`src/sv/sjv_pkg.sv`:
```
// package for the strict json validator: parse modes, error codes, byte classes
// no dependencies
`default_nettype none
package sjv_pkg;

  typedef enum logic [4:0] {
    M_VALUE, M_ARR_FIRST, M_OBJ_FIRST, M_KEY, M_COLON, M_AFTER, M_DONE,
    M_STR, M_ESC, M_HEX, M_LIT, M_NEG, M_ZERO, M_INT, M_FRAC0, M_FRAC,
    M_EXP0, M_EXPS, M_EXP
  } mode_t;

  localparam logic [3:0] E_NONE     = 4'd0;
  localparam logic [3:0] E_BAD_BYTE = 4'd1;
  localparam logic [3:0] E_CTRL     = 4'd2;
  localparam logic [3:0] E_ESCAPE   = 4'd3;
  localparam logic [3:0] E_DEEP     = 4'd4;
  localparam logic [3:0] E_TOKENS   = 4'd5;
  localparam logic [3:0] E_TRUNC    = 4'd6;
  localparam logic [3:0] E_TRAIL    = 4'd7;
  localparam logic [3:0] E_NOT_OBJ  = 4'd8;
  localparam logic [3:0] E_LONG     = 4'd9;

  localparam logic [1:0] CFG_MAX_NESTING    = 2'd0;
  localparam logic [1:0] CFG_MAX_TOKENS     = 2'd1;
  localparam logic [1:0] CFG_REQUIRE_OBJECT = 2'd2;

  localparam logic [1:0] LIT_TRUE  = 2'd0;
  localparam logic [1:0] LIT_FALSE = 2'd1;
  localparam logic [1:0] LIT_NULL  = 2'd2;

  // classified byte handed from front to back
  typedef struct packed {
    logic [7:0] ch;
    logic       last;
    logic       ws;
    logic       digit;
    logic       digit19;
    logic       hex;
    logic       ctrl;
    logic       expch;
    logic       simple_esc;
  } cls_t;

  function automatic logic [7:0] lit_char(input logic [1:0] sel, input logic [2:0] k);
    logic [7:0] r;
    r = 8'h00;
    case (sel)
      LIT_FALSE: begin
        case (k)
          3'd0: r = "f";
          3'd1: r = "a";
          3'd2: r = "l";
          3'd3: r = "s";
          default: r = "e";
        endcase
      end
      LIT_NULL: begin
        case (k)
          3'd0: r = "n";
          3'd1: r = "u";
          3'd2: r = "l";
          default: r = "l";
        endcase
      end
      default: begin
        case (k)
          3'd0: r = "t";
          3'd1: r = "r";
          3'd2: r = "u";
          default: r = "e";
        endcase
      end
    endcase
    return r;
  endfunction

  function automatic logic [2:0] lit_len(input logic [1:0] sel);
    return (sel == LIT_FALSE) ? 3'd5 : 3'd4;
  endfunction

endpackage
`default_nettype wire

```
`src/sv/sjv_if.sv`:
```
// valid/ready stream interfaces for the byte input and result output
// depends on nothing
`default_nettype none
interface sjv_in_if;
  logic       valid;
  logic       ready;
  logic [7:0] doc_byte;
  logic       end_of_doc;
  modport source (output valid, doc_byte, end_of_doc, input ready);
  modport sink (input valid, doc_byte, end_of_doc, output ready);
endinterface

interface sjv_out_if;
  logic        valid;
  logic        ready;
  logic        accepted;
  logic [3:0]  error_code;
  logic [20:0] error_offset;
  logic [15:0] token_count;
  modport source (output valid, accepted, error_code, error_offset, token_count,
                  input ready);
  modport sink (input valid, accepted, error_code, error_offset, token_count,
                output ready);
endinterface
`default_nettype wire

```
`src/sv/sjv_front.sv`:
```
// front: accepts bytes, classifies them and queues them for the parser
// depends on sjv_pkg
`default_nettype none
module sjv_front import sjv_pkg::*; (
  input  wire logic clk,
  input  wire logic rst_n,
  input  wire logic [7:0] in_byte,
  input  wire logic in_last,
  input  wire logic in_valid,
  output logic      in_ready,
  output cls_t      q_data,
  output logic      q_valid,
  input  wire logic q_ready
);
  // two-entry queue
  cls_t       mem_r [2];
  logic       wp_r, rp_r;
  logic [1:0] cnt_r;
  cls_t       c;
  logic       push, pop;
  logic [7:0] b;

  always_comb begin
    b = in_byte;
    c.ch = b;
    c.last = in_last;
    c.ws = (b == " ") || (b == 8'h09) || (b == 8'h0d) || (b == 8'h0a);
    c.digit = (b >= "0") && (b <= "9");
    c.digit19 = (b >= "1") && (b <= "9");
    c.hex = c.digit || ((b >= "a") && (b <= "f")) || ((b >= "A") && (b <= "F"));
    c.ctrl = b < 8'd32;
    c.expch = (b == "e") || (b == "E");
    c.simple_esc = (b == "\"") || (b == "\\") || (b == "/") || (b == "b") ||
                   (b == "f") || (b == "n") || (b == "r") || (b == "t");
  end

  assign in_ready = cnt_r != 2'd2;
  assign q_valid  = cnt_r != 2'd0;
  assign q_data   = mem_r[rp_r];
  assign push     = in_valid && in_ready;
  assign pop      = q_valid && q_ready;

  always_ff @(posedge clk) begin
    if (push) mem_r[wp_r] <= c;
    if (!rst_n) begin
      wp_r <= 1'b0; rp_r <= 1'b0; cnt_r <= 2'd0;
    end else begin
      if (push) wp_r <= ~wp_r;
      if (pop) rp_r <= ~rp_r;
      cnt_r <= cnt_r + {1'b0, push} - {1'b0, pop};
    end
  end
endmodule
`default_nettype wire

```
`src/sv/sjv_back.sv`:
```
// back: parser state machine, container stack and result register
// depends on sjv_pkg
`default_nettype none
module sjv_back import sjv_pkg::*; #(
  parameter int STACK_LEVELS  = 65,
  parameter int MAX_DOC_BYTES = 1048576,
  parameter int TOKEN_LIMIT   = 32768
) (
  input  wire logic clk,
  input  wire logic rst_n,
  input  cls_t      q_data,
  input  wire logic q_valid,
  output logic      q_ready,
  input  wire logic cfg_we,
  input  wire logic [1:0] cfg_index,
  input  wire logic [15:0] cfg_wdata,
  output logic      res_valid,
  input  wire logic res_ready,
  output logic      res_accepted,
  output logic [3:0] res_code,
  output logic [20:0] res_offset,
  output logic [15:0] res_tokens
);
  localparam int LW = $clog2(STACK_LEVELS + 1);
  localparam int SW = $clog2(STACK_LEVELS);
  localparam int OW = $clog2(MAX_DOC_BYTES + 1);
  localparam int TW = $clog2(TOKEN_LIMIT + 1);
  localparam logic [LW-1:0] NEST_CAP = LW'(STACK_LEVELS - 1);
  localparam logic [TW-1:0] TOK_CAP  = TW'(TOKEN_LIMIT);
  localparam logic [OW-1:0] OFF_MAX  = OW'(MAX_DOC_BYTES);

  logic [6:0]  max_nest_r;
  logic [15:0] max_tok_r;
  logic        req_obj_r;

  logic [STACK_LEVELS-1:0] stk_r, stk_nxt;
  logic [LW-1:0] lvl_r, lvl_nxt;
  mode_t         mode_r, mode_nxt;
  logic [2:0]    sub_r, sub_nxt;
  logic [1:0]    lsel_r, lsel_nxt;
  logic          key_r, key_nxt;
  logic [TW-1:0] tok_r, tok_nxt;
  logic [OW-1:0] off_r;
  logic [3:0]    err_r, err_nxt;
  logic [OW-1:0] eoff_r, eoff_nxt;

  logic [LW-1:0] nest_lim;
  logic [TW-1:0] tok_lim;
  logic          top_bit;
  logic          take;
  logic          complete;
  logic [7:0]    ch;

  always_comb begin
    nest_lim = (32'(max_nest_r) > 32'(NEST_CAP)) ? NEST_CAP : LW'(max_nest_r);
    tok_lim = (32'(max_tok_r) > 32'(TOK_CAP)) ? TOK_CAP : TW'(max_tok_r);
  end

  assign q_ready = !res_valid || res_ready;
  assign take    = q_valid && q_ready;
  assign ch      = q_data.ch;
  assign top_bit = (lvl_r != '0) ? stk_r[SW'(lvl_r - LW'(1))] : 1'b0;

  always_comb begin
    logic rerun;
    mode_t m;
    stk_nxt = stk_r; lvl_nxt = lvl_r; mode_nxt = mode_r; sub_nxt = sub_r;
    lsel_nxt = lsel_r; key_nxt = key_r; tok_nxt = tok_r;
    err_nxt = err_r; eoff_nxt = eoff_r;
    rerun = 1'b0; m = mode_r;
    if (err_r == E_NONE) begin
      if (off_r >= OFF_MAX) begin
        err_nxt = E_LONG; eoff_nxt = off_r;
      end else begin
        // a number ends on a delimiter, which is then parsed after the value end
        case (mode_r)
          M_ZERO, M_INT: begin
            if (!(mode_r == M_INT && q_data.digit) && ch != "." && !q_data.expch) rerun = 1'b1;
          end
          M_FRAC: if (!q_data.digit && !q_data.expch) rerun = 1'b1;
          M_EXP:  if (!q_data.digit) rerun = 1'b1;
          default: ;
        endcase
        if (rerun) m = (lvl_r != '0) ? M_AFTER : M_DONE;
        mode_nxt = m;
        case (m)
          M_VALUE, M_ARR_FIRST: begin
            if (q_data.ws) begin
            end else if (m == M_ARR_FIRST && ch == "]") begin
              if (lvl_r == '0 || top_bit) begin
                err_nxt = E_BAD_BYTE;
              end else begin
                lvl_nxt = lvl_r - LW'(1);
                mode_nxt = (lvl_nxt != '0) ? M_AFTER : M_DONE;
              end
            end else if (lvl_r > nest_lim) begin
              err_nxt = E_DEEP;
            end else if (tok_r >= tok_lim) begin
              err_nxt = E_TOKENS;
            end else if (!(ch == "{" || ch == "[" || ch == "\"" || ch == "t" ||
                           ch == "f" || ch == "n" || ch == "-" || q_data.digit)) begin
              err_nxt = E_BAD_BYTE;
            end else if (lvl_r == '0 && req_obj_r && ch != "{") begin
              err_nxt = E_NOT_OBJ;
            end else begin
              tok_nxt = tok_r + TW'(1);
              if (ch == "{" || ch == "[") begin
                stk_nxt[SW'(lvl_r)] = (ch == "{");
                lvl_nxt = lvl_r + LW'(1);
                mode_nxt = (ch == "{") ? M_OBJ_FIRST : M_ARR_FIRST;
              end else if (ch == "\"") begin
                key_nxt = 1'b0; mode_nxt = M_STR;
              end else if (ch == "t" || ch == "f" || ch == "n") begin
                lsel_nxt = (ch == "t") ? LIT_TRUE : (ch == "f") ? LIT_FALSE : LIT_NULL;
                sub_nxt = 3'd1; mode_nxt = M_LIT;
              end else if (ch == "-") mode_nxt = M_NEG;
              else if (ch == "0") mode_nxt = M_ZERO;
              else mode_nxt = M_INT;
            end
          end
          M_OBJ_FIRST, M_KEY: begin
            if (q_data.ws) begin
            end else if (ch == "}" && m == M_OBJ_FIRST) begin
              if (lvl_r == '0 || !top_bit) err_nxt = E_BAD_BYTE;
              else begin
                lvl_nxt = lvl_r - LW'(1);
                mode_nxt = (lvl_nxt != '0) ? M_AFTER : M_DONE;
              end
            end else if (ch == "\"") begin
              if (lvl_r > nest_lim) err_nxt = E_DEEP;
              else if (tok_r >= tok_lim) err_nxt = E_TOKENS;
              else begin
                tok_nxt = tok_r + TW'(1); key_nxt = 1'b1; mode_nxt = M_STR;
              end
            end else err_nxt = E_BAD_BYTE;
          end
          M_COLON: begin
            if (q_data.ws) begin
            end else if (ch == ":") mode_nxt = M_VALUE;
            else err_nxt = E_BAD_BYTE;
          end
          M_AFTER: begin
            if (q_data.ws) begin
            end else if (ch == "," && lvl_r != '0) begin
              mode_nxt = top_bit ? M_KEY : M_VALUE;
            end else if (ch == "}" || ch == "]") begin
              if (lvl_r == '0 || top_bit != (ch == "}")) err_nxt = E_BAD_BYTE;
              else begin
                lvl_nxt = lvl_r - LW'(1);
                mode_nxt = (lvl_nxt != '0) ? M_AFTER : M_DONE;
              end
            end else err_nxt = E_BAD_BYTE;
          end
          M_DONE: if (!q_data.ws) err_nxt = E_TRAIL;
          M_STR: begin
            if (q_data.ctrl) err_nxt = E_CTRL;
            else if (ch == "\"") mode_nxt = key_r ? M_COLON : ((lvl_r != '0) ? M_AFTER : M_DONE);
            else if (ch == "\\") mode_nxt = M_ESC;
          end
          M_ESC: begin
            if (ch == "u") begin sub_nxt = 3'd0; mode_nxt = M_HEX; end
            else if (q_data.simple_esc) mode_nxt = M_STR;
            else err_nxt = E_ESCAPE;
          end
          M_HEX: begin
            if (!q_data.hex) err_nxt = E_ESCAPE;
            else begin
              sub_nxt = sub_r + 3'd1;
              if (sub_nxt >= 3'd4) mode_nxt = M_STR;
            end
          end
          M_LIT: begin
            if (ch != lit_char(lsel_r, sub_r)) err_nxt = E_BAD_BYTE;
            else begin
              sub_nxt = sub_r + 3'd1;
              if (sub_nxt >= lit_len(lsel_r)) mode_nxt = (lvl_r != '0) ? M_AFTER : M_DONE;
            end
          end
          M_NEG: begin
            if (ch == "0") mode_nxt = M_ZERO;
            else if (q_data.digit19) mode_nxt = M_INT;
            else err_nxt = E_BAD_BYTE;
          end
          M_ZERO, M_INT: begin
            if (ch == ".") mode_nxt = M_FRAC0;
            else if (q_data.expch) mode_nxt = M_EXP0;
          end
          M_FRAC0: if (q_data.digit) mode_nxt = M_FRAC; else err_nxt = E_BAD_BYTE;
          M_FRAC: if (q_data.expch) mode_nxt = M_EXP0;
          M_EXP0: begin
            if (ch == "+" || ch == "-") mode_nxt = M_EXPS;
            else if (q_data.digit) mode_nxt = M_EXP;
            else err_nxt = E_BAD_BYTE;
          end
          M_EXPS: if (q_data.digit) mode_nxt = M_EXP; else err_nxt = E_BAD_BYTE;
          M_EXP: ;
          default: err_nxt = E_BAD_BYTE;
        endcase
        // first error freezes the parse state as it was before this byte
        if (err_nxt != E_NONE) begin
          eoff_nxt = off_r;
          stk_nxt = stk_r; lvl_nxt = lvl_r; sub_nxt = sub_r; lsel_nxt = lsel_r;
          key_nxt = key_r; tok_nxt = tok_r;
          mode_nxt = m;
        end
      end
    end
    complete = (mode_nxt == M_DONE) || (lvl_nxt == '0 &&
               (mode_nxt == M_ZERO || mode_nxt == M_INT ||
                mode_nxt == M_FRAC || mode_nxt == M_EXP));
  end

  always_ff @(posedge clk) begin
    if (take && q_data.last) begin
      res_accepted <= (err_nxt == E_NONE) && complete;
      if (err_nxt != E_NONE) begin
        res_code <= err_nxt; res_offset <= 21'(eoff_nxt);
      end else if (!complete) begin
        res_code <= E_TRUNC;
        res_offset <= 21'((off_r < OFF_MAX) ? off_r + OW'(1) : off_r);
      end else begin
        res_code <= E_NONE; res_offset <= '0;
      end
      res_tokens <= 16'(tok_nxt);
    end
    if (!rst_n) begin
      max_nest_r <= 7'd64; max_tok_r <= 16'd32768; req_obj_r <= 1'b1;
      res_valid <= 1'b0;
    end else begin
      if (cfg_we) begin
        case (cfg_index)
          CFG_MAX_NESTING:    max_nest_r <= cfg_wdata[6:0];
          CFG_MAX_TOKENS:     max_tok_r <= cfg_wdata;
          CFG_REQUIRE_OBJECT: req_obj_r <= cfg_wdata[0];
          default: ;
        endcase
      end
      if (take && q_data.last) res_valid <= 1'b1;
      else if (res_ready) res_valid <= 1'b0;
    end
    // stack entries are always pushed before they are read, so no clearing
    if (rst_n && take && !q_data.last) stk_r <= stk_nxt;
    if (!rst_n || (take && q_data.last)) begin
      lvl_r <= '0; mode_r <= M_VALUE; sub_r <= '0; lsel_r <= '0;
      key_r <= 1'b0; tok_r <= '0; off_r <= '0; err_r <= E_NONE; eoff_r <= '0;
    end else if (take) begin
      lvl_r <= lvl_nxt; mode_r <= mode_nxt; sub_r <= sub_nxt;
      lsel_r <= lsel_nxt; key_r <= key_nxt; tok_r <= tok_nxt;
      err_r <= err_nxt; eoff_r <= eoff_nxt;
      if (off_r < OFF_MAX) off_r <= off_r + OW'(1);
    end
  end
endmodule
`default_nettype wire

```
`src/sv/strict_json_validator.sv`:
```
// strict json validator: one document byte per cycle while no result waits to be taken
// result: the last byte passes the front queue, then the back registers the result
// throughput: one byte per cycle while no result waits, set by the parser step in the back
// stalls: a waiting result holds the back; the two-entry queue fills, then input ready drops
// reset: synchronous active-low; registers return to their defaults, document state clears
`default_nettype none
module strict_json_validator import sjv_pkg::*; #(
  parameter int STACK_LEVELS  = 65,
  parameter int MAX_DOC_BYTES = 1048576,
  parameter int TOKEN_LIMIT   = 32768
) (
  input  wire logic clk,
  input  wire logic rst_n,
  sjv_in_if.sink    in_ch,
  sjv_out_if.source out_ch,
  input  wire logic cfg_we,
  input  wire logic [1:0] cfg_index,
  input  wire logic [15:0] cfg_wdata
);
  cls_t q_data;
  logic q_valid, q_ready;

  sjv_front u_front (
    .clk, .rst_n,
    .in_byte(in_ch.doc_byte), .in_last(in_ch.end_of_doc),
    .in_valid(in_ch.valid), .in_ready(in_ch.ready),
    .q_data, .q_valid, .q_ready
  );

  sjv_back #(
    .STACK_LEVELS(STACK_LEVELS), .MAX_DOC_BYTES(MAX_DOC_BYTES), .TOKEN_LIMIT(TOKEN_LIMIT)
  ) u_back (
    .clk, .rst_n, .q_data, .q_valid, .q_ready,
    .cfg_we, .cfg_index, .cfg_wdata,
    .res_valid(out_ch.valid), .res_ready(out_ch.ready),
    .res_accepted(out_ch.accepted), .res_code(out_ch.error_code),
    .res_offset(out_ch.error_offset), .res_tokens(out_ch.token_count)
  );

  a_acc_code: assert property (@(posedge clk) disable iff (!rst_n)
    out_ch.valid |-> (out_ch.accepted == (out_ch.error_code == E_NONE)))
    else $error("accepted flag disagrees with error code");
  a_acc_off: assert property (@(posedge clk) disable iff (!rst_n)
    (out_ch.valid && out_ch.accepted) |-> (out_ch.error_offset == '0))
    else $error("offset set on accepted document");
  a_hold: assert property (@(posedge clk) disable iff (!rst_n)
    (out_ch.valid && !out_ch.ready) |=> out_ch.valid)
    else $error("result dropped while stalled");
endmodule
`default_nettype wire

```
`src/flat_wrapper.sv`:
```
// flat-port wrapper written by rule: the top's interface ports become plain ports
module strict_json_validator_flat import sjv_pkg::*;
#(
  parameter int STACK_LEVELS  = 65,
  parameter int MAX_DOC_BYTES = 1048576,
  parameter int TOKEN_LIMIT   = 32768
)
  (clk, rst_n, cfg_we, cfg_index, cfg_wdata, in_ch_valid, in_ch_doc_byte, in_ch_end_of_doc, in_ch_ready, out_ch_valid, out_ch_accepted, out_ch_error_code, out_ch_error_offset, out_ch_token_count, out_ch_ready);
  sjv_in_if in_ch_i ();
  sjv_out_if out_ch_i ();
  input  wire logic clk;
  input  wire logic rst_n;
  input  wire logic cfg_we;
  input  wire logic [1:0] cfg_index;
  input  wire logic [15:0] cfg_wdata;
  input wire logic [$bits(in_ch_i.valid)-1:0] in_ch_valid;
  input wire logic [$bits(in_ch_i.doc_byte)-1:0] in_ch_doc_byte;
  input wire logic [$bits(in_ch_i.end_of_doc)-1:0] in_ch_end_of_doc;
  output wire logic [$bits(in_ch_i.ready)-1:0] in_ch_ready;
  output wire logic [$bits(out_ch_i.valid)-1:0] out_ch_valid;
  output wire logic [$bits(out_ch_i.accepted)-1:0] out_ch_accepted;
  output wire logic [$bits(out_ch_i.error_code)-1:0] out_ch_error_code;
  output wire logic [$bits(out_ch_i.error_offset)-1:0] out_ch_error_offset;
  output wire logic [$bits(out_ch_i.token_count)-1:0] out_ch_token_count;
  input wire logic [$bits(out_ch_i.ready)-1:0] out_ch_ready;
  assign in_ch_i.valid = in_ch_valid;
  assign in_ch_i.doc_byte = in_ch_doc_byte;
  assign in_ch_i.end_of_doc = in_ch_end_of_doc;
  assign in_ch_ready = in_ch_i.ready;
  assign out_ch_valid = out_ch_i.valid;
  assign out_ch_accepted = out_ch_i.accepted;
  assign out_ch_error_code = out_ch_i.error_code;
  assign out_ch_error_offset = out_ch_i.error_offset;
  assign out_ch_token_count = out_ch_i.token_count;
  assign out_ch_i.ready = out_ch_ready;
  strict_json_validator #(.STACK_LEVELS(STACK_LEVELS), .MAX_DOC_BYTES(MAX_DOC_BYTES), .TOKEN_LIMIT(TOKEN_LIMIT)) u_core (.clk(clk), .rst_n(rst_n), .in_ch(in_ch_i), .out_ch(out_ch_i), .cfg_we(cfg_we), .cfg_index(cfg_index), .cfg_wdata(cfg_wdata));
endmodule
```
`config.mk`:
```
export PLATFORM = sky130hd
export DESIGN_NAME = strict_json_validator_flat
export DESIGN_NICKNAME = d
export VERILOG_FILES = /design/src/sv/sjv_pkg.sv /design/src/sv/sjv_if.sv /design/src/sv/sjv_front.sv /design/src/sv/sjv_back.sv /design/src/sv/strict_json_validator.sv /design/src/flat_wrapper.sv
export SDC_FILE = /design/constraint.sdc
export NUM_CORES = 1
export LEC_CHECK = 0
export ABC_CLOCK_PERIOD_IN_PS = 15910
export BUFFER_PORTS_ARGS = -buffer_cell sky130_fd_sc_hd__buf_4
export CORE_MARGIN = 2
export CORE_UTILIZATION = 55
export CTS_CLUSTER_SIZE = 16
export DETAILED_ROUTE_END_ITERATION = 8
export PLACE_DENSITY = 0.73
export SYNTH_ARGS = -nofsm -noshare
export SYNTH_HDL_FRONTEND = slang
export SYNTH_SLANG_ARGS = --single-unit
```
`constraint.sdc`:
```
create_clock -name clk -period 15.91 [get_ports clk]
set_input_delay 1.591 -clock clk [delete_from_list [all_inputs] [get_ports clk]]
set_output_delay 1.591 -clock clk [all_outputs]
set_load 0.05 [all_outputs]
```
==> Word level (Yosys, flattened, before mapping) <==
Memory sizes are Yosys's and may differ from the RTL's. A register that Yosys moved wholly into a read port is not among the register bits.
Cells that the tools add are included.
{ "word_totals": {"ramBits": 32, "elab_cells": 420, "out_inout_bits": 44, "n_memories": 1, "reg_bits": 216} }
{ "classes": {"reduce_logical": 89, "addsub": 7, "n_bitwise": 11, "magnitude_cmp": 19, "mux": 185, "n_eq_ne": 87} }
{ "mem_list": {"columns": ["memory", "depth", "width", "rd", "rd_ports_with_merged_regs", "wr", "line", "rtl"], "rows": [
  ["u_core.u_front.mem_r", 2, 16, 1, 1, 1, "sjv_front.sv:16", "cls_t mem_r [2];"]
]} }
{ "op_table": {"columns": ["cell", "count"], "rows": [
  ["16-bit two-way mux", 15],
  ["5-bit two-way mux", 42],
  ["4-bit two-way mux", 36],
  ["8-bit by 7-bit equality test with 1-bit output (second input constant)", 17],
  ["7-bit two-way mux", 19],
  ["21-bit two-way mux", 6],
  ["8-bit by 6-bit equality test with 1-bit output (second input constant)", 10],
  ["5-bit by 4-bit equality test with 1-bit output (second input constant)", 14],
  ["5-bit one-hot mux with 14 select lines", 1],
  ["65-bit bitwise mux", 1],
  ["4-bit one-hot mux with 13 select lines", 1],
  ["3-bit two-way mux", 15],
  ["2-bit != test (second input constant)", 19],
  ["1-bit logical OR", 33],
  ["16-bit one-hot mux with 2 select lines", 1],
  ["1-bit two-way mux", 29],
  ["5-bit by 3-bit equality test with 1-bit output (second input constant)", 5],
  ["5-bit equality test (second input constant)", 5],
  ["8-bit by 4-bit equality test with 1-bit output (second input constant)", 3],
  ["8-bit two-way mux", 3],
  ["21-bit by 1-bit adder with 21-bit output (second input constant)", 1],
  ["21-bit greater-or-equal comparator (second input constant)", 1],
  ["1-bit logical AND", 21],
  ["21-bit less-than comparator (second input constant)", 1],
  ["other kinds (57)", 99]
]} }

==> Logic depth before layout (Yosys ltp) <==
Gate-level depths: netlist (run 1).
{ "logic_depth": {"ltp_word": 33, "mapped_depth": 26, "depth_no_buf": 19} }

==> Cells and area by module <==
From an unflattened synthesis (run 1), not the netlist that was laid out.
{ "hier_totals": {"hier_cells": 1720, "area_unflattened_um2": 15163.3} }
{ "modules_own_cells": {"columns": ["mod", "seq_area_each_um2", "instances", "area_per_inst_um2", "cells_per_inst"], "rows": [
  ["sjv_back", 5315.1, 1, 13564.3, 1612],
  ["sjv_front", 1061.0, 1, 1599.0, 108]
]} }

==> Worst setup path after synthesis (run 1) <==
No wires, ideal clock.
{ "synth_timing": {"kind": "flip-flop to flip-flop", "from": "register u_core.u_back.lvl_r[0]", "to": "register u_core.u_back.res_offset[11], data pin", "setup_slack_ns": 9.545, "t_required_ns": 15.649, "synth_period_minus_slack_ns": 6.365, "setup_time_ns": 0.261, "path_buffers": 8, "t_arrival_ns": 6.104, "path_stages_with_launch": 26, "cell_sequence": "dfxtp_1 > buf_2 > buf_1 > inv_1 > ha_1 > clkbuf_1 > buf_2 > buf_2 > mux4_2 > or2_2 > o2111ai_1 > o41ai_1 > o211ai_1 > buf_2 > a21oi_1 > a31o_2 > or4_1 > buf_2 > or4_4 > a31oi_4 > nand4_1 > or4b_4 > buf_6 > nand2_1 > o21ai_0 > a221o_1"} }
{ "synth_between": {"elab_chain_len": 25, "word_cells_on_any_way": 147} }
{ "synth_lines": {"columns": ["element", "line", "rtl"], "rows": [
  ["from (decl)", "sjv_back.sv:37", "logic [LW-1:0] lvl_r, lvl_nxt;"],
  ["from (signal assigned)", "sjv_back.sv:247", "lvl_r <= lvl_nxt; mode_r <= mode_nxt; sub_r <= sub_nxt;"],
  ["7-bit by 1-bit subtractor with 7-bit output", null, null],
  ["1-bit binary-select mux with 7-bit select", "sjv_back.sv:62", "assign top_bit = (lvl_r != '0) ? stk_r[SW'(lvl_r - LW'(1))] : 1'b0;"],
  ["1-bit two-way mux (not written as such)", "sjv_back.sv:62", null],
  ["1-bit two-way mux", "sjv_back.sv:62", null],
  ["1-bit != test", "sjv_back.sv:147", "if (lvl_r == '0 || top_bit != (ch == \"}\")) err_nxt = E_BAD_BYTE;"],
  ["1-bit logical OR", "sjv_back.sv:147", null],
  ["4-bit two-way mux", "sjv_back.sv:147", null],
  ["4-bit two-way mux", "sjv_back.sv:146", "end else if (ch == \"}\" || ch == \"]\") begin"],
  ["[... 8 more ...]", null, null],
  ["5-bit two-way mux", "sjv_back.sv:71", "if (err_r == E_NONE) begin"],
  ["5-bit by 4-bit equality test with 1-bit output", "sjv_back.sv:209", "(mode_nxt == M_ZERO || mode_nxt == M_INT ||"],
  ["1-bit logical OR (2 in series)", "sjv_back.sv:209", null],
  ["1-bit logical OR", "sjv_back.sv:210", "mode_nxt == M_FRAC || mode_nxt == M_EXP));"],
  ["1-bit logical AND", "sjv_back.sv:208", "complete = (mode_nxt == M_DONE) || (lvl_nxt == '0 &&"],
  ["1-bit logical OR", "sjv_back.sv:208", null],
  ["21-bit two-way mux", "sjv_back.sv:218", "end else if (!complete) begin"],
  ["21-bit two-way mux (*)", "sjv_back.sv:216", "if (err_nxt != E_NONE) begin"],
  ["to (signal assigned)", "sjv_back.sv:217", "res_code <= err_nxt; res_offset <= 21'(eoff_nxt);"],
  ["to (signal assigned)", "sjv_back.sv:220", "res_offset <= 21'((off_r < OFF_MAX) ? off_r + OW'(1) : off_r);"],
  ["to (decl)", "sjv_back.sv:21", "output logic [20:0] res_offset,"]
]} }
Every way passes the cells marked *; elsewhere a longest branch is shown, timed or not. The select of a mux whose other input is x is not followed.
A chain may end at the register's enable or synchronous reset.

==> Worst setup path in the final report (run 1) <==
{ "layout_timing": {"from": "register u_core.u_back.lvl_r[0]", "to": "register u_core.u_back.res_offset[6], data pin"} }
The elaborated chain is that of the path after synthesis.

==> run_summary.xml, run 1 <==
<?xml version="1.0" encoding="UTF-8"?>
<metrics>
  <group name="place">
    <metric name="pre_cts_ws" unit="ns">8.28</metric>
    <metric name="dp.final_hpwl" unit="µm">33000</metric>
    <metric name="routabilityCongestion" unit="">0.987</metric>
    <metric name="count_of_input_and_output_buffers" unit="">75</metric>
    <metric name="dpl-instance-area" unit="mm²">0.0162</metric>
  </group>
  <group name="pwr">
    <metric name="ir_drop" unit="mV">0.158</metric>
    <metric name="seqPwrFrac" unit="">0.281</metric>
    <metric name="combPwrFrac" unit="">0.488</metric>
    <metric name="total_power" unit="mW">2.95</metric>
    <metric name="power_switching_share" unit="">0.460</metric>
    <metric name="cellInternalPower" unit="mW">1.60</metric>
    <metric name="power_switching" unit="mW">1.36</metric>
    <metric name="cellLeakagePower" unit="nW">5.95</metric>
    <metric name="powerDensity" unit="mW/mm²">172</metric>
    <metric name="power_frac_clock" unit="">0.230</metric>
  </group>
  <group name="synthesis">
    <metric name="synth-adder-area-share" unit="">0.0316</metric>
    <metric name="synth_xor_xnor_area_share" unit="">0.0243</metric>
    <metric name="synthesis.yosys.warnings" unit="">0</metric>
    <metric name="dominantRegCellSynth" unit="">sky130_fd_sc_hd__edfxtp_1</metric>
    <metric name="syn-instance-count" unit="">1764</metric>
    <metric name="postSynthRegisterBits" unit="">249</metric>
    <metric name="dominant_combinational_cell_family_by_area_after_synthesis" unit="">simple AND/OR/NAND/NOR gates</metric>
    <metric name="ys_types" unit="">96</metric>
    <metric name="synth_sequential_area_ratio" unit="">0.413</metric>
    <metric name="yosys-top-cells-count" unit="">sky130_fd_sc_hd__nand2_1 (225), sky130_fd_sc_hd__nor2_1 (210), sky130_fd_sc_hd__edfxtp_1 (139)</metric>
    <metric name="synth_fp_nets" unit="">1835</metric>
    <metric name="netlist_top_cells_area" unit="">sky130_fd_sc_hd__edfxtp_1 (27%), sky130_fd_sc_hd__dfxtp_1 (14%), sky130_fd_sc_hd__nand2_1 (5.5%)</metric>
    <metric name="postSynthAreaPerCell" unit="µm²">8.75</metric>
    <metric name="netlist_area" unit="mm²">0.0154</metric>
    <metric name="post_synth_mux_area_share" unit="">0.0465</metric>
    <metric name="synth_largest_type_area_fraction" unit="">0.270</metric>
    <metric name="async_reset_ff_frac" unit="">0</metric>
    <metric name="synth-simple-area-share" unit="">0.256</metric>
    <metric name="synth_edf_count" unit="">139</metric>
    <metric name="synth_top_area_cell" unit="">sky130_fd_sc_hd__edfxtp_1</metric>
    <metric name="most_frequent_cell_after_synthesis" unit="">sky130_fd_sc_hd__nand2_1</metric>
    <metric name="compound_gate_fraction_of_synth_area" unit="">0.194</metric>
  </group>
  <group name="timing">
    <metric name="tightest_slew" unit="ns">1.23</metric>
    <metric name="final_min_period_over_clock_period" unit="">0.484</metric>
    <metric name="final.setup.tns" unit="ns">0</metric>
    <metric name="max_clock_skew" unit="ns">0.0171</metric>
    <metric name="max_freq" unit="MHz">130</metric>
    <metric name="timing.final.crit_period" unit="ns">7.70</metric>
    <metric name="timing.final.max_slew_violations" unit="">0</metric>
    <metric name="slew_headroom" unit="">0.175</metric>
    <metric name="count_of_endpoints_failing_setup_in_the_final_report" unit="">0</metric>
    <metric name="layout_setup_ws" unit="ns">8.21</metric>
    <metric name="finalHoldViolCount" unit="">0</metric>
    <metric name="grt_setup_unrepaired" unit="">false</metric>
  </group>
  <group name="floorplan">
    <metric name="placementRows" unit="">61</metric>
    <metric name="start_util" unit="">0.557</metric>
    <metric name="die_area" unit="mm²">0.0294</metric>
    <metric name="fp.coreArea" unit="mm²">0.0277</metric>
    <metric name="chipHeight" unit="µm">172</metric>
    <metric name="die_width" unit="µm">172</metric>
    <metric name="num_io_pins" unit="">76</metric>
  </group>
  <group name="clock_tree">
    <metric name="tritoncts" unit="">done</metric>
    <metric name="cts_sinks" unit="">249</metric>
    <metric name="worst_setup_hold_path_clk_slew" unit="ns">0.06</metric>
    <metric name="count_of_buffers_added_by_post_cts_timing_repair_for_setup" unit="">0</metric>
    <metric name="clock_insertion_delay_worst_skew" unit="ns">0.55</metric>
    <metric name="ctsLongestPathBuffers" unit="">3</metric>
    <metric name="cts-htree-levels" unit="">1</metric>
    <metric name="cts-resized-gates" unit="">0</metric>
    <metric name="postCtsHoldBufs" unit="">0</metric>
    <metric name="cts_made_buffers" unit="">26</metric>
    <metric name="root_buf_cell" unit="">sky130_fd_sc_hd__clkbuf_16</metric>
  </group>
  <group name="global_routing">
    <metric name="grt_busiest_layer" unit="">met2</metric>
    <metric name="grt_first_pass_wirelength" unit="µm">72600</metric>
    <metric name="fraction_of_met2_tracks_used_by_global_routing" unit="">0.508</metric>
    <metric name="gr-usage-met1" unit="">0.437</metric>
    <metric name="number_of_antenna_violations_at_the_first_check_in_global_routing" unit="">1</metric>
    <metric name="grt-ovfl-total" unit="">0</metric>
    <metric name="groute.layer.met3.usage" unit="">0.0416</metric>
    <metric name="maximum_number_of_pins_on_one_net_before_global_route_repair" unit="">76</metric>
    <metric name="grt.total_usage" unit="">0.312</metric>
    <metric name="grt_pass1_vias" unit="">13100</metric>
  </group>
  <group name="flow_run">
    <metric name="timing.max_cap.violations" unit="">0</metric>
  </group>
  <group name="setup_path">
    <metric name="setup.worst_path.end_class" unit="">flip-flop</metric>
    <metric name="setup.worst_path.end" unit="">u_core.u_back.res_offset[6]</metric>
    <metric name="worstPathArrival" unit="ns">7.99</metric>
    <metric name="critical_path.startpoint_type" unit="">flip-flop</metric>
    <metric name="reg2reg_slack" unit="ns">8.21</metric>
    <metric name="worst_r2r_startpoint" unit="">u_core.u_back.lvl_r[0]</metric>
    <metric name="critPathKind" unit="">reg2reg</metric>
    <metric name="worstReg2RegEnd" unit="">u_core.u_back.res_offset[6]</metric>
    <metric name="r2r.worst_path.cells" unit="">17</metric>
    <metric name="critPathMaxFanout" unit="">26</metric>
    <metric name="timing.critical_path.from" unit="">u_core.u_back.lvl_r[0]</metric>
    <metric name="critical_path_required" unit="ns">16.20</metric>
  </group>
  <group name="finish">
    <metric name="finish.instance_area" unit="mm²">0.0172</metric>
    <metric name="areaGrowthSynthToFinish" unit="%">11.2</metric>
    <metric name="multiInputGateArea" unit="mm²">0.00856</metric>
    <metric name="num-fill-cells" unit="">2449</metric>
    <metric name="layout.area.seq" unit="mm²">0.00638</metric>
    <metric name="diodes" unit="">0</metric>
    <metric name="drive_gt1_frac" unit="">0.114</metric>
    <metric name="finish.utilization" unit="">0.619</metric>
    <metric name="design.final.nets" unit="">1853</metric>
  </group>
  <group name="routing">
    <metric name="drt_iter0_drc" unit="">1594</metric>
    <metric name="drc_violations_left" unit="">0</metric>
    <metric name="wl_per_cell" unit="µm">21.3</metric>
    <metric name="drt.antenna.violating_nets" unit="">0</metric>
    <metric name="detail_route.vias_per_cell" unit="">6.52</metric>
    <metric name="totalWireLength" unit="µm">46500</metric>
    <metric name="via_count" unit="">14200</metric>
    <metric name="firstDrtPassIters" unit="">5</metric>
  </group>
  <group name="hold_path">
    <metric name="hold_depth" unit="">2</metric>
    <metric name="worst_min_delay_path_class" unit="">reg2reg</metric>
  </group>
  <group name="run_status">
    <metric name="run_status" unit="">finished clean</metric>
  </group>
</metrics>
-- worst max-delay path, stage by stage, from the launching register on --
cell	delay [ns]
sky130_fd_sc_hd__dfxtp_1	0.30
sky130_fd_sc_hd__buf_4	0.35
sky130_fd_sc_hd__inv_1	0.24
sky130_fd_sc_hd__ha_1	1.00
sky130_fd_sc_hd__mux4_2	0.41
sky130_fd_sc_hd__or2_2	0.29
sky130_fd_sc_hd__o2111ai_1	0.14
sky130_fd_sc_hd__o41ai_1	0.16
sky130_fd_sc_hd__o211ai_1	0.77
sky130_fd_sc_hd__a22oi_1	0.16
sky130_fd_sc_hd__a211o_1	0.39
sky130_fd_sc_hd__or4_1	0.69
sky130_fd_sc_hd__nor4_2	0.59
sky130_fd_sc_hd__mux2i_1	0.42
sky130_fd_sc_hd__nand4_1	0.14
sky130_fd_sc_hd__or4b_4	0.70
sky130_fd_sc_hd__nor3b_4	0.30
sky130_fd_sc_hd__a221o_1	0.38
-- worst min path at each step --
| stage | startpoint | end |
|---|---|---|
| 2_1_floorplan | u_core.u_back.eoff_r[11] | u_core.u_back.eoff_r[11] |
| 3_3_place_gp | u_core.u_back.eoff_r[12] | u_core.u_back.eoff_r[12] |
| 3_5_place_dp | u_core.u_back.eoff_r[6] | u_core.u_back.eoff_r[6] |
| 4_1_cts | u_core.u_back.eoff_r[6] | u_core.u_back.eoff_r[6] |
| 5_1_grt | u_core.u_back.eoff_r[6] | u_core.u_back.eoff_r[6] |
| 6_report | u_core.u_back.eoff_r[6] | u_core.u_back.eoff_r[6] |
-- registers in the layout, summed over array words and instances (netlist names), 2 cells and up, named ones only --
register	flops
u_core.u_front.cnt_r	2
u_core.u_back.lvl_r	7
u_core.u_back.eoff_r	21
u_core.u_back.tok_r	16
u_core.u_back.sub_r	3
u_core.u_back.res_tokens	16
u_core.u_front.mem_r	32
u_core.u_back.off_r	21
u_core.u_back.lsel_r	2
u_core.u_back.mode_r	5
u_core.u_back.res_offset	21
u_core.u_back.res_code	4
u_core.u_back.max_nest_r	7
u_core.u_back.stk_r	65
u_core.u_back.max_tok_r	16
u_core.u_back.err_r	4
-- final cells by class --
cell class / count / area share
repair buffers: 94 / 0.0411
inverters: 23 / 0.00503
well taps: 378 / 0.0276
multi-input cells: 1388 / 0.499
clock inverters: 16 / 0.0159
clock buffers: 32 / 0.0398
flip-flops and latches: 249 / 0.372
-- routing by layer --
metal | wire length [µm] | share of wire
met1 | 19900 | 0.43
met3 | 3620 | 0.078
met5 | 13 | 0.00028
met4 | 1470 | 0.032
met2 | 21400 | 0.46
-- through the flow --
step / hold slack (ns) / std cells
floorplan: 0.432 / 1764
global placement: 0.437 / 2132
detailed placement: 0.444 / 2132
CTS: 0.452 / 2180
global route: 0.467 / 2180
finish: 0.451 / 2180
-- cell usage in the layout (no fill, tap or decap), types with 24 or more instances in the layout --
master and instances:
sky130_fd_sc_hd__dfxtp_1 110, sky130_fd_sc_hd__clkbuf_16 26, sky130_fd_sc_hd__a22oi_1 27, sky130_fd_sc_hd__and2_1 24, sky130_fd_sc_hd__a21oi_1 117, sky130_fd_sc_hd__nand3_1 73
sky130_fd_sc_hd__nor2_1 207, sky130_fd_sc_hd__o21ai_0 95, sky130_fd_sc_hd__buf_4 94, sky130_fd_sc_hd__edfxtp_1 139, sky130_fd_sc_hd__ha_1 39, sky130_fd_sc_hd__nor3_1 65
sky130_fd_sc_hd__or3_1 34, sky130_fd_sc_hd__mux2i_1 30, sky130_fd_sc_hd__xnor2_1 26, sky130_fd_sc_hd__nand2_1 225
-- power by group through the flow --
stage	registers (mW)	logic [mW]	clock network, mW
floorplan	0.922	0.893	0
global placement	0.840	1.41	0
detailed placement	0.842	1.41	0
CTS	0.829	1.42	0.689
global route	0.838	1.54	0.710
finish	0.831	1.44	0.680
-- cell families (layout without fill, tap and decap cells) --
logic type | count (synthesis) | in the layout
AOI/OAI and AO/OA | 450 | 450
xor gates and xnor gates | 42 | 42
and+or+nand+nor | 803 | 803
DFF | 249 | 249
buffers and inverters | 127 | 165
muxes | 54 | 54
adders and majority gates | 39 | 39
(Power assumes the default switching activity.)
==> run 2: changes to the inputs <==
Settings changed: ABC_CLOCK_PERIOD_IN_PS 15910 to 7200.
Clock period 15.91 ns to 7.2 ns, I/O delays scaled along.
==> run 2 against run 1 <==
Against the previous run:
- clock power rose by 100%
- global-route usage fell by 0.063 points
- register-to-register slack got worse by 7.7 ns
- setup slack got worse by 7.7 ns
- design area rose by 0.33%
- first-iteration DRC count fell by 6.2%
- combinational power rose by 120%
- via count barely moved
- critical endpoint is now u_core.u_back.res_offset[11]
- largest cell class unchanged
==> run_summary.xml, run 2 (synthesis results as in run 1) <==
<?xml version="1.0" encoding="UTF-8"?>
<metrics>
  <group name="global_routing">
    <metric name="maximum_number_of_pins_on_one_net_before_global_route_repair" unit="">81</metric>
    <metric name="grt-ovfl-total" unit="">0</metric>
    <metric name="grt_pass1_vias" unit="">13400</metric>
    <metric name="grt.total_usage" unit="">0.312</metric>
    <metric name="grt_first_pass_wirelength" unit="µm">72900</metric>
    <metric name="number_of_antenna_violations_at_the_first_check_in_global_routing" unit="">0</metric>
  </group>
  <group name="run_status">
    <metric name="run_status" unit="">finished clean</metric>
  </group>
  <group name="setup_path">
    <metric name="setup.worst_path.end_class" unit="">flip-flop</metric>
    <metric name="worstPathArrival" unit="ns">7.04</metric>
    <metric name="critical-path-slowest-cell" unit="">sky130_fd_sc_hd__a222oi_1</metric>
    <metric name="reg2reg_slack" unit="ns">0.47</metric>
    <metric name="path_delay_family" unit="">simple AND/OR/NAND/NOR gates</metric>
    <metric name="critPathBufInv" unit="">0</metric>
    <metric name="crit_chain" unit="">nand4b_1 -&gt; a222oi_1 -&gt; a31oi_1 -&gt; and3_4 -&gt; o31ai_2 -&gt; a22oi_1 -&gt; a211o_1 -&gt; or4_1 -&gt; nor4_2 -&gt; mux2i_1 -&gt; nand4_1 -&gt; or4b_4 -&gt; nor3b_4 -&gt; a221o_1</metric>
    <metric name="critPathMaxFanout" unit="">25</metric>
    <metric name="slowest_delay" unit="ns">0.90</metric>
    <metric name="critical_path_required" unit="ns">7.51</metric>
    <metric name="critPathKind" unit="">reg2reg</metric>
    <metric name="critical_path.startpoint_type" unit="">flip-flop</metric>
  </group>
  <group name="timing">
    <metric name="timing.final.crit_period" unit="ns">6.73</metric>
    <metric name="timing.final.max_slew_violations" unit="">0</metric>
    <metric name="final_min_period_over_clock_period" unit="">0.934</metric>
    <metric name="slew_headroom" unit="">0.138</metric>
    <metric name="count_of_endpoints_failing_setup_in_the_final_report" unit="">0</metric>
    <metric name="finalHoldViolCount" unit="">0</metric>
    <metric name="grt_setup_unrepaired" unit="">false</metric>
    <metric name="max_freq" unit="MHz">149</metric>
    <metric name="final.setup.tns" unit="ns">0</metric>
    <metric name="timing.hold.ws" unit="ns">0.350</metric>
    <metric name="max_clock_skew" unit="ns">0.0137</metric>
    <metric name="tightest_slew" unit="ns">1.29</metric>
  </group>
  <group name="finish">
    <metric name="diodes" unit="">0</metric>
    <metric name="drive_gt1_frac" unit="">0.120</metric>
    <metric name="registers.top_by_ff_count" unit="">u_core.u_back.stk_r</metric>
    <metric name="final_common_cell" unit="">sky130_fd_sc_hd__nand2_1</metric>
    <metric name="reg_top3" unit="">u_core.u_back.stk_r: 65 flops, u_core.u_front.mem_r: 32 flops</metric>
    <metric name="finalNonFillerCells" unit="">2199</metric>
    <metric name="design.final.nets" unit="">1871</metric>
    <metric name="finish.utilization" unit="">0.621</metric>
    <metric name="num-fill-cells" unit="">2395</metric>
    <metric name="areaGrowthSynthToFinish" unit="%">11.6</metric>
    <metric name="largest_register_ffs" unit="">65</metric>
    <metric name="final_cell_mix" unit="">sky130_fd_sc_hd__nand2_1 (225), sky130_fd_sc_hd__nor2_1 (208), sky130_fd_sc_hd__edfxtp_1 (139)</metric>
  </group>
  <group name="routing">
    <metric name="drt_iter0_drc" unit="">1495</metric>
    <metric name="detail_route.vias_per_cell" unit="">6.46</metric>
    <metric name="totalWireLength" unit="µm">46100</metric>
    <metric name="drc_violations_left" unit="">0</metric>
    <metric name="wl_per_cell" unit="µm">21.0</metric>
    <metric name="firstDrtPassIters" unit="">6</metric>
    <metric name="via_count" unit="">14200</metric>
    <metric name="drt.antenna.violating_nets" unit="">0</metric>
  </group>
  <group name="clock_tree">
    <metric name="cts_made_buffers" unit="">27</metric>
    <metric name="cts-resized-gates" unit="">0</metric>
    <metric name="postCtsHoldBufs" unit="">0</metric>
    <metric name="ctsLongestPathBuffers" unit="">3</metric>
    <metric name="root_buf_cell" unit="">sky130_fd_sc_hd__clkbuf_16</metric>
    <metric name="cts_sinks" unit="">249</metric>
    <metric name="tritoncts" unit="">done</metric>
    <metric name="worst_setup_hold_path_clk_slew" unit="ns">0.06</metric>
    <metric name="count_of_buffers_added_by_post_cts_timing_repair_for_setup" unit="">0</metric>
    <metric name="clock_insertion_delay_worst_skew" unit="ns">0.56</metric>
    <metric name="cts-htree-levels" unit="">1</metric>
  </group>
  <group name="place">
    <metric name="dp.final_hpwl" unit="µm">32600</metric>
    <metric name="count_of_input_and_output_buffers" unit="">75</metric>
    <metric name="routabilityCongestion" unit="">1.03</metric>
    <metric name="numPlacedInstances" unit="">2149</metric>
  </group>
  <group name="pwr">
    <metric name="powerDensity" unit="mW/mm²">373</metric>
    <metric name="cellLeakagePower" unit="nW">6.01</metric>
    <metric name="total_power" unit="mW">6.43</metric>
    <metric name="ir_drop" unit="mV">0.262</metric>
  </group>
  <group name="hold_path">
    <metric name="worst_min_delay_path_class" unit="">in2reg</metric>
  </group>
  <group name="floorplan">
    <metric name="start_util" unit="">0.557</metric>
    <metric name="chipHeight" unit="µm">172</metric>
    <metric name="num_io_pins" unit="">76</metric>
    <metric name="die_area" unit="mm²">0.0294</metric>
    <metric name="fp.coreArea" unit="mm²">0.0277</metric>
    <metric name="die_width" unit="µm">172</metric>
    <metric name="placementRows" unit="">61</metric>
  </group>
  <group name="flow_run">
    <metric name="timing.max_cap.violations" unit="">0</metric>
  </group>
</metrics>
[run 2: cell types whose count changed in the layout (fill, tap and decap cells not counted), sizes merged]
cell / before / now
buf: 94 / 111
inv: 24 / 25
bufinv: 7 / 2
clkinvlp: 2 / 0
clkbuf: 32 / 40
[run 2: cell type report]
class / instances / area (µm²) / area share
Inverter: 23 / 86.3 / 0.00501
Tap cell: 378 / 473 / 0.0275
Multi-Input combinational cell: 1388 / 8560 / 0.497
Timing Repair Buffer: 111 / 846 / 0.0491
Clock inverter: 10 / 120 / 0.00698
Clock buffer: 40 / 754 / 0.0438
Sequential cell: 249 / 6380 / 0.370
[run 2: path summary, 6_finish.rpt]
check,from,to,cells after the start
max,flip-flop,u_core.u_back.res_offset[11],14
min,in_ch_end_of_doc,u_core.u_front.mem_r[0][7],1
max reg2reg,flip-flop,u_core.u_back.res_offset[11],14
min reg2reg,u_core.u_back.eoff_r[1],u_core.u_back.eoff_r[1],2
[run 2: metrics by stage]
stage	cell area, µm²	setup slack [ns]
floorplan	15400	0.835
global placement	16300	0.711
detailed placement	16300	0.607
CTS	17200	0.625
global route	17200	0.116
finish	17200	0.472
[run 2: per-layer routing]
layer	GRT usage	vias up	wire [µm]
met5	0	-	0
met4	0.124	0	1760
met1	0.427	6771	19800
met2	0.502	650	21200
met3	0.0412	137	3380
li1	-	6647	-
[run 2: power by group]
part / switching [mW] / internal, mW / leakage (nW)
Clock: 0.573 / 0.801 / 0.428
Sequential: 0.163 / 1.69 / 2.30
Combinational: 2.26 / 0.940 / 3.28
Total: 3.00 / 3.43 / 6.01
==> run 3: changes to the inputs <==
Settings changed: ABC_CLOCK_PERIOD_IN_PS 7200 to 7130, CTS_BUF_LIST from default to sky130_fd_sc_hd__clkbuf_8, PLACE_DENSITY 0.73 to 0.76.
Clock period 7.2 ns to 7.13 ns, I/O delays scaled along.
==> run 3 against run 2 <==
Against the previous run:
- maximum frequency is 1.3% higher
- global-route usage is 0.87 points higher
- critical path depth is 2 higher
- clock-buffer cell count is 3 higher
- setup slack better by 0.017 ns
==> run_summary.xml, run 3 (synthesis results as in run 1) <==
<?xml version="1.0" encoding="UTF-8"?>
<metrics>
  <group name="clock_tree">
    <metric name="cts_sinks" unit="">249</metric>
    <metric name="worst_setup_hold_path_clk_slew" unit="ns">0.06</metric>
    <metric name="ctsLongestPathBuffers" unit="">3</metric>
    <metric name="count_of_buffers_added_by_post_cts_timing_repair_for_setup" unit="">0</metric>
    <metric name="tritoncts" unit="">done</metric>
    <metric name="root_buf_cell" unit="">sky130_fd_sc_hd__clkbuf_8</metric>
    <metric name="clock_insertion_delay_worst_skew" unit="ns">0.56</metric>
    <metric name="cts_made_buffers" unit="">40</metric>
    <metric name="cts-resized-gates" unit="">0</metric>
    <metric name="postCtsHoldBufs" unit="">0</metric>
    <metric name="cts-htree-levels" unit="">2</metric>
  </group>
  <group name="routing">
    <metric name="drc_violations_left" unit="">0</metric>
    <metric name="drt.antenna.violating_nets" unit="">0</metric>
    <metric name="detail_route.vias_per_cell" unit="">6.42</metric>
    <metric name="firstDrtPassIters" unit="">6</metric>
    <metric name="drt_iter0_drc" unit="">1535</metric>
    <metric name="wl_per_cell" unit="µm">21.2</metric>
    <metric name="via_count" unit="">14300</metric>
    <metric name="totalWireLength" unit="µm">47100</metric>
  </group>
  <group name="pwr">
    <metric name="cellLeakagePower" unit="nW">6.06</metric>
    <metric name="power_switching" unit="mW">3.08</metric>
    <metric name="power_frac_clock" unit="">0.193</metric>
    <metric name="power_switching_share" unit="">0.480</metric>
    <metric name="combPwrFrac" unit="">0.516</metric>
    <metric name="seqPwrFrac" unit="">0.290</metric>
    <metric name="ir_drop" unit="mV">0.361</metric>
    <metric name="powerDensity" unit="mW/mm²">374</metric>
    <metric name="cellInternalPower" unit="mW">3.33</metric>
  </group>
  <group name="hold_path">
    <metric name="worst_min_delay_path_class" unit="">in2reg</metric>
    <metric name="hold_depth" unit="">1</metric>
  </group>
  <group name="setup_path">
    <metric name="cp_common_cell" unit="">sky130_fd_sc_hd__a211oi_1</metric>
    <metric name="timing.critical_path.from" unit="">u_core.u_back.lvl_r[0]</metric>
    <metric name="slowest_delay" unit="ns">0.69</metric>
    <metric name="worstReg2RegEnd" unit="">u_core.u_back.res_offset[12]</metric>
    <metric name="critical_path_required" unit="ns">7.44</metric>
    <metric name="critPathBufInv" unit="">1</metric>
    <metric name="worstPathArrival" unit="ns">6.95</metric>
    <metric name="crit_chain" unit="">inv_1 -&gt; ha_1 -&gt; nor3b_1 -&gt; and2_1 -&gt; nor2_1 -&gt; or4_1 -&gt; a31oi_1 -&gt; a2111oi_0 -&gt; a211oi_1 -&gt; nand3b_1 -&gt; o31ai_1 -&gt; o211ai_1 -&gt; a211oi_1 -&gt; or4b_4 -&gt; nor3b_4 -&gt; a221o_1</metric>
    <metric name="critical_path.startpoint_type" unit="">flip-flop</metric>
    <metric name="setup.worst_path.end" unit="">u_core.u_back.res_offset[12]</metric>
    <metric name="path_delay_family" unit="">simple AND/OR/NAND/NOR gates</metric>
    <metric name="r2r.worst_path.cells" unit="">16</metric>
    <metric name="critPathKind" unit="">reg2reg</metric>
    <metric name="timing.critical_path.depth" unit="">16</metric>
    <metric name="worst_r2r_startpoint" unit="">u_core.u_back.lvl_r[0]</metric>
    <metric name="critPathMaxFanout" unit="">22</metric>
    <metric name="setup.worst_path.end_class" unit="">flip-flop</metric>
    <metric name="reg2reg_slack" unit="ns">0.49</metric>
    <metric name="critical-path-slowest-cell" unit="">sky130_fd_sc_hd__or4b_4</metric>
  </group>
  <group name="place">
    <metric name="numPlacedInstances" unit="">2152</metric>
    <metric name="count_of_input_and_output_buffers" unit="">75</metric>
    <metric name="dp.final_hpwl" unit="µm">33300</metric>
    <metric name="routabilityCongestion" unit="">1.04</metric>
  </group>
  <group name="finish">
    <metric name="diodes" unit="">0</metric>
    <metric name="reg_top3" unit="">u_core.u_back.stk_r: 65 flops, u_core.u_front.mem_r: 32 flops</metric>
    <metric name="areaGrowthSynthToFinish" unit="%">11.2</metric>
    <metric name="drive_gt1_frac" unit="">0.126</metric>
    <metric name="final_cell_mix" unit="">sky130_fd_sc_hd__nand2_1 (225), sky130_fd_sc_hd__nor2_1 (208), sky130_fd_sc_hd__edfxtp_1 (139)</metric>
    <metric name="largest_register_ffs" unit="">65</metric>
    <metric name="registers.top_by_ff_count" unit="">u_core.u_back.stk_r</metric>
    <metric name="final_common_cell" unit="">sky130_fd_sc_hd__nand2_1</metric>
    <metric name="finalNonFillerCells" unit="">2225</metric>
    <metric name="design.final.nets" unit="">1887</metric>
  </group>
  <group name="timing">
    <metric name="timing.final.max_slew_violations" unit="">0</metric>
    <metric name="final.setup.tns" unit="ns">0</metric>
    <metric name="finalHoldViolCount" unit="">0</metric>
    <metric name="slew_headroom" unit="">0.171</metric>
    <metric name="max_clock_skew" unit="ns">0.0190</metric>
    <metric name="timing.final.crit_period" unit="ns">6.64</metric>
    <metric name="count_of_endpoints_failing_setup_in_the_final_report" unit="">0</metric>
    <metric name="tightest_slew" unit="ns">1.23</metric>
    <metric name="final_min_period_over_clock_period" unit="">0.931</metric>
    <metric name="max_freq" unit="MHz">151</metric>
    <metric name="grt_setup_unrepaired" unit="">false</metric>
  </group>
  <group name="floorplan">
    <metric name="placementRows" unit="">61</metric>
    <metric name="start_util" unit="">0.557</metric>
    <metric name="fp.coreArea" unit="mm²">0.0277</metric>
    <metric name="chipHeight" unit="µm">172</metric>
    <metric name="die_width" unit="µm">172</metric>
    <metric name="num_io_pins" unit="">76</metric>
    <metric name="die_area" unit="mm²">0.0294</metric>
  </group>
  <group name="flow_run">
    <metric name="timing.max_cap.violations" unit="">0</metric>
  </group>
  <group name="global_routing">
    <metric name="grt.total_usage" unit="">0.320</metric>
    <metric name="grt_pass1_vias" unit="">13400</metric>
    <metric name="grt_first_pass_wirelength" unit="µm">74300</metric>
    <metric name="maximum_number_of_pins_on_one_net_before_global_route_repair" unit="">66</metric>
    <metric name="grt-ovfl-total" unit="">0</metric>
    <metric name="number_of_antenna_violations_at_the_first_check_in_global_routing" unit="">0</metric>
  </group>
  <group name="run_status">
    <metric name="run_status" unit="">finished clean</metric>
  </group>
</metrics>
-- run 3: final cells by class --
| type | instances | area (µm²) |
|---|---|---|
| clock buffers | 43 | 592 |
| clock inverters | 30 | 204 |
| fillers | 2409 | 10500 |
| inverters | 23 | 86.3 |
| multi-input cells | 1388 | 8560 |
| flip-flops and latches | 249 | 6380 |
| well taps | 378 | 473 |
| repair buffers | 114 | 868 |
-- run 3: how the worst min path moves through the flow --
stage,startpoint,endpoint
5_1_grt,in_ch_end_of_doc,u_core.u_front.mem_r[0][7]
6_report,in_ch_end_of_doc,u_core.u_front.mem_r[0][7]
4_1_cts,in_ch_end_of_doc,u_core.u_front.mem_r[1][7]
3_5_place_dp,u_core.u_back.eoff_r[6],u_core.u_back.eoff_r[6]
2_1_floorplan,u_core.u_back.eoff_r[11],u_core.u_back.eoff_r[11]
3_3_place_gp,u_core.u_back.eoff_r[12],u_core.u_back.eoff_r[12]
-- run 3: worst reg2reg max path: stages, from the launching register on --
cell	delay (ns)
sky130_fd_sc_hd__dfxtp_1	0.31
sky130_fd_sc_hd__inv_1	0.19
sky130_fd_sc_hd__ha_1	0.42
sky130_fd_sc_hd__nor3b_1	0.45
sky130_fd_sc_hd__and2_1	0.23
sky130_fd_sc_hd__nor2_1	0.09
sky130_fd_sc_hd__or4_1	0.67
sky130_fd_sc_hd__a31oi_1	0.51
sky130_fd_sc_hd__a2111oi_0	0.32
sky130_fd_sc_hd__a211oi_1	0.44
sky130_fd_sc_hd__nand3b_1	0.30
sky130_fd_sc_hd__o31ai_1	0.45
sky130_fd_sc_hd__o211ai_1	0.15
sky130_fd_sc_hd__a211oi_1	0.48
sky130_fd_sc_hd__or4b_4	0.70
sky130_fd_sc_hd__nor3b_4	0.30
sky130_fd_sc_hd__a221o_1	0.38
-- run 3: through the flow --
stage | setup slack, ns | area [µm²] | power, mW | hold WS (ns) | utilization
2_1_floorplan | 0.765 | 15400 | 4.05 | 0.432 | -
3_3_place_gp | 0.665 | 16400 | 5.09 | 0.438 | 0.591
3_5_place_dp | 0.704 | 16400 | 5.10 | 0.445 | 0.591
4_1_cts | 0.676 | 17200 | 6.34 | 0.327 | 0.619
5_1_grt | 0.0612 | 17200 | 6.72 | 0.328 | 0.619
6_report | 0.488 | 17200 | 6.41 | 0.342 | 0.619
-- run 3: power groups by stage --
stage | Sequential (mW) | Combinational, mW | Clock, mW
after CTS | 1.86 | 3.23 | 1.26
after global placement | 1.88 | 3.21 | 0
final | 1.86 | 3.31 | 1.24
after floorplan | 2.06 | 1.99 | 0
after detailed placement | 1.89 | 3.22 | 0
after global routing | 1.88 | 3.52 | 1.31
-- run 3: per-layer routing --
layer	up-vias	GRT usage	wire length (µm)
met2	620	0.521	22000
met3	109	0.0499	3270
met5	-	0	0
li1	6672	-	-
met1	6894	0.439	20400
met4	0	0.103	1390
